## config.mk

```make
export PLATFORM = sky130hd
export DESIGN_NAME = dgtm_jobq
export DESIGN_NICKNAME = d
export VERILOG_FILES = /design/src/rtl/core/dgtm_pkg.sv /design/src/rtl/core/dgtm_jobq.sv
export SDC_FILE = /design/constraint.sdc
export NUM_CORES = 1
export LEC_CHECK = 0
export BUFFER_PORTS_ARGS = -buffer_cell sky130_fd_sc_hd__buf_2
export CAP_MARGIN = 40
export CORE_MARGIN = 5
export CORE_UTILIZATION = 38
export DETAILED_ROUTE_END_ITERATION = 8
export GPL_TIMING_DRIVEN = 0
export SYNTH_ARGS = -nofsm -noshare
export SYNTH_HDL_FRONTEND = slang
export SYNTH_SLANG_ARGS = --single-unit
```

## constraint.sdc

```tcl
create_clock -name clk -period 11.6 [get_ports clk]
set_input_delay 0.58 -clock clk [delete_from_list [all_inputs] [get_ports clk]]
set_output_delay 0.58 -clock clk [all_outputs]
set_load 0.005 [all_outputs]
```

## src/rtl/core/dgtm_pkg.sv

```systemverilog
package dgtm_pkg;

    // Field widths
    localparam int COORD_W    = 32;
    localparam int VID_W      = 19;
    localparam int DIM_W      = 10;
    localparam int THR_W      = 31;
    localparam int CFG_IDX_W  = 2;
    localparam int CFG_DATA_W = 31;

    // Register indexes
    localparam logic [CFG_IDX_W-1:0] REG_ROWS = CFG_IDX_W'(0);
    localparam logic [CFG_IDX_W-1:0] REG_COLS = CFG_IDX_W'(1);
    localparam logic [CFG_IDX_W-1:0] REG_THR  = CFG_IDX_W'(2);

    // Register reset values
    localparam logic [DIM_W-1:0] ROWS_RST = DIM_W'(480);
    localparam logic [DIM_W-1:0] COLS_RST = DIM_W'(512);
    localparam logic [THR_W-1:0] THR_RST  = THR_W'(6554);

    // Grid size defaults
    localparam int MAX_ROWS_DEF = 512;
    localparam int MAX_COLS_DEF = 512;

    // Vertex numbering
    localparam logic [VID_W-1:0] VID_FIRST = VID_W'(1);
    localparam logic [VID_W-1:0] VID_MAX   = '1;

    // Job queue between classifier and record emitter
    localparam int JOBQ_DEPTH = 4;

    // Cell corner codes
    localparam logic [1:0] C00 = 2'd0;
    localparam logic [1:0] C10 = 2'd1;
    localparam logic [1:0] C01 = 2'd2;
    localparam logic [1:0] C11 = 2'd3;

    // Record kinds
    localparam logic KIND_VERT = 1'b0;
    localparam logic KIND_FACE = 1'b1;

    // Record slots of one job: three vertex slots then the face, twice
    localparam int REC_SLOTS = 8;

    typedef logic [2:0][1:0] sel_t;

    // Second triangle of a cell is always 00, 10, 11
    localparam sel_t F1_SEL = {C11, C10, C00};

    typedef struct packed {
        logic [COORD_W-1:0] x;
        logic [COORD_W-1:0] y;
        logic [COORD_W-1:0] z;
    } pt_t;

    typedef struct packed {
        logic [REC_SLOTS-1:0]      mask;
        sel_t                      sel0;
        logic [3:0][VID_W-1:0]     ids;
        pt_t  [3:0]                pts;
    } job_t;

    typedef struct packed {
        logic               kind;
        logic [VID_W-1:0]   vert_index;
        logic [COORD_W-1:0] vert_x;
        logic [COORD_W-1:0] vert_y;
        logic [COORD_W-1:0] vert_z;
        logic [VID_W-1:0]   corner_a;
        logic [VID_W-1:0]   corner_b;
        logic [VID_W-1:0]   corner_c;
        logic               last;
    } rec_t;

    // |za - zb| < thr, exact on signed Q16.16 depths
    function automatic logic near_depth(input logic [COORD_W-1:0] za,
                                        input logic [COORD_W-1:0] zb,
                                        input logic [THR_W-1:0]   thr);
        logic [COORD_W:0] d;
        logic [COORD_W:0] m;
        d = {za[COORD_W-1], za} - {zb[COORD_W-1], zb};
        m = d[COORD_W] ? (~d + 1'b1) : d;
        return m < (COORD_W+1)'(thr);
    endfunction

endpackage

```

## src/rtl/core/dgtm_jobq.sv

```systemverilog
module dgtm_jobq
    import dgtm_pkg::*;
(
    input  logic clk,
    input  logic rst_n,
    input  logic push_valid,
    output logic push_ready,
    input  job_t push_data,
    output logic pop_valid,
    input  logic pop_ready,
    output job_t pop_data
);

    localparam int PTR_W = $clog2(JOBQ_DEPTH);
    localparam int CNT_W = $clog2(JOBQ_DEPTH + 1);

    job_t              slots [JOBQ_DEPTH];
    logic [PTR_W-1:0]  wr_ptr_reg;
    logic [PTR_W-1:0]  rd_ptr_reg;
    logic [CNT_W-1:0]  count_reg;
    logic              do_push;
    logic              do_pop;

    assign push_ready = (count_reg != CNT_W'(JOBQ_DEPTH));
    assign pop_valid  = (count_reg != '0);
    assign do_push    = push_valid && push_ready;
    assign do_pop     = pop_valid && pop_ready;
    assign pop_data   = slots[rd_ptr_reg];

    // Pointers and fill count
    always_ff @(posedge clk or negedge rst_n)
    begin
        if (!rst_n)
        begin
            wr_ptr_reg <= '0;
            rd_ptr_reg <= '0;
            count_reg  <= '0;
        end
        else
        begin
            if (do_push)
            begin
                wr_ptr_reg <= (wr_ptr_reg == PTR_W'(JOBQ_DEPTH - 1)) ? '0
                                                                       : wr_ptr_reg + PTR_W'(1);
            end
            if (do_pop)
            begin
                rd_ptr_reg <= (rd_ptr_reg == PTR_W'(JOBQ_DEPTH - 1)) ? '0
                                                                       : rd_ptr_reg + PTR_W'(1);
            end
            if (do_push && !do_pop)
            begin
                count_reg <= count_reg + CNT_W'(1);
            end
            else if (do_pop && !do_push)
            begin
                count_reg <= count_reg - CNT_W'(1);
            end
        end
    end

    // Storage
    always_ff @(posedge clk)
    begin
        if (do_push)
        begin
            slots[wr_ptr_reg] <= push_data;
        end
    end

endmodule

```

==> results.cfg <==
[synth]
yosys.area_share.xor_xnor_pct = 0.0381
ys_warn_count = 0
ys_seq_elements = 1903
synth-compound-area-share_pct = 0
synth.avg_cell_area_um2 = 27.4
synth_nets = 2997
synth_top_area_share_pct = 82.7
synth_area_um2 = 68900
synth_mux_area_share_pct = 15.6
synthAdderAreaFrac_pct = 0.138
synthCells = 2512
post-synth-top-area-cell = edfxtp_1
ys_types = 19
synth_top_family_by_area = multiplexers
yosys.area_share.simple_pct = 0.0963
seq_area_frac_synth_pct = 82.9
synthTopCellsByArea = edfxtp_1 (83%), mux4_2 (15%), buf_6 (0.82%)

[cells_and_area]
fin_cells = 6743
synthToLayoutAreaGrowth_pct = 29.1
largest_register_ffs = 1896
fin_nets = 4673
fill_cells = 14481
drive_above_1_share_pct = 42.8

[route]
ant_nets = 0
drt_pre_antenna_iters = 4
wl_mm = 171
wl_per_cell_um = 25.4
drc = 0
drt_iter0_drc = 2385
vias = 33377
via_per_inst = 4.95

[clock_network]
clk_path_buf_depth = 3
post-cts-setup-buffers = 0
cts_tree = done
h-tree-depth = 4
clock-sinks = 1903
cts_buffers = 195
cts_resized = 0
clk_latency_ns = 0.85
cts-root-buf = clkbuf_16
clk_pin_slew_ns = 0.06

[worst_setup_path]
worstPathArrival_ns = 3.06
crit_end = pop_data[97]
worstPathCellList = buf_2 > clkbuf_1 > buf_2 > mux4_2 > buf_2
rrSetupSlack_ns = 8.65
endpoint_kind = primary output
cp_num_cells = 5
cp_max_fo = 10
crit_family = buffers and inverters
r2r.worst_path.cells = 6
critPathBufInv = 4
start_kind = flip-flop
startpoint = rd_ptr_reg[1]
r2r_end = slots[1][274]
regToRegStartpoint = count_reg[2]
crit_type = reg2out
crit_path_frequent_cell = buf_2
cpPeakStageDelay_ns = 0.54
critPathSlowestCell = clkbuf_1
required_ns = 11.02

[power]
vdd.ir_drop.worst_mv = 0.149
power_w = 0.0221
power.density_nw_per_um2 = 249
leakagePower_nw = 30.4

[placed_design]
numPortBuffers = 953
pre_cts_ws_ns = 8.52
dp.cells = 5886
hpwlAfterDp_mm = 118
routabilityCongestion = 0.760

[floorplan]
core_area_um2 = 181000
die_w_um = 436
die-area_um2 = 190000
io_pins = 954
row_count = 156
start_util_pct = 38.2
die_h_um = 436

[grt]
antenna_found_initial = 31
grt_usage_pct = 17.8
grt_max_degree = 53
grt_pass1_vias = 36044
grt_pass1_wl_mm = 250
grt.overflow.total = 0

[timing]
finalHoldViolCount = 0
max_freq_mhz = 274
finalWorstSetupSlack_ns = 7.96
rsz0062_at_grt = false
drv_slew = 0
fin_crit_sh_pct = 31.4
finalSetupViolations = 0
fin_skew_ns = 0.0591
worstMarginPinSlew_ns = 0.794
min_period_ns = 3.64
maxSlewHeadroom_pct = 47.1

[min_path]
hold_class = in2async

[run]
maxCapViolCount = 0

[outcome]
outcome = complete, no violations
per-layer routing:
layer  wire (um)  track usage (%)  share of wire (%)  up-vias
li1            -                -                  -    14433
met1       64100             21.3                 37    17570
met5           0                0                  0        -
met2       87500             30.2                 51     1090
met4        7630             7.85                4.5        0
met3       11800             5.12                6.9      284
how the worst min path moves through the flow:
stage / endpoint / start / slack [ns]
floorplan: count_reg[0] / rst_n / 0.28
global placement: count_reg[2] / rst_n / 0.43
detailed placement: count_reg[2] / rst_n / 0.43
CTS: rd_ptr_reg[0] / pop_ready / 0.08
global route: rd_ptr_reg[0] / pop_ready / 0.13
finish: count_reg[2] / rst_n / 0.17
cells in the mapped netlist, drive strengths merged:
| master | instances |
|---|---|
| mux4 | 474 |
| xnor2 | 1 |
| dfrtp | 7 |
| ha | 6 |
| nand2 | 1 |
| nor2 | 3 |
| and2 | 1 |
| buf | 100 |
| or3 | 1 |
| clkbuf | 6 |
| edfxtp | 1896 |
| mux2 | 5 |
| and3 | 4 |
| fa | 1 |
| inv | 3 |
| or3b | 1 |
| xor2 | 2 |
per-stage QoR:
step	util [%]	hold slack [ns]	area [um2]	TNS (ns)
floorplan	-	0.284	68900	-325.56
global placement	42.4	0.431	76600	-5255.45
detailed placement	43.1	0.426	77900	0
CTS	49.2	0.0777	88800	0
global route	49.2	0.127	88900	0
finish	49.2	0.171	88900	0
cells in the final DEF, fill, tap and decap left out, drive strengths merged:
master and instances:
and2 1, dlygate4sd3 475, clkinv 97, mux4 474, nor2 3, ha 6
xnor2 1, edfxtp 1896, mux2 5, nand2 1, diode 25, buf 1104
fa 1, or3 1, bufinv 12, xor2 2, or3b 1, clkbuf 240
clkinvlp 5, and3 4, dfrtp 7, inv 12
worst register-to-register path, stage by stage (launching register included):
cell and delay (ns):
dfrtp_1 0.40, or3b_4 0.28, and3_4 0.72, buf_16 0.32
buf_16 0.27, buf_12 0.32, buf_12 0.27
area by class of cell:
cell class / instances / area, um2 / share of cell area (%)
Sequential cell: 1903 / 57100 / 64.2
Buffer: 106 / 836 / 0.940
Clock inverter: 123 / 1150 / 1.29
Clock buffer: 234 / 5050 / 5.68
Inverter: 3 / 11.3 / 0.0127
Multi-Input combinational cell: 500 / 10900 / 12.3
Antenna cell: 25 / 62.6 / 0.0704
Timing Repair Buffer: 1479 / 10800 / 12.1
Tap cell: 2370 / 2970 / 3.34
repair_timing:
action                      CTS  global route
setup endpoints to repair     0             0
hold buffers                475             0
hold endpoints to repair   1903             0
power by group:
part           total [W]  leakage [nW]  switching, W  internal [W]
logic            0.00681          9.89       0.00371       0.00310
clock network    0.00600          3.02       0.00261       0.00339
registers        0.00929          17.4      0.000244       0.00905
logic make-up (layout without fill, tap and decap cells):
kind of cell	Yosys count	after routing
xor gates and xnor gates	3	3
adders and majority gates	7	7
buffers and inverters	109	1945
DFF	1903	1903
muxes	479	479
other	0	25
and+or+nand+nor	11	11
(Power assumes the default switching activity.)
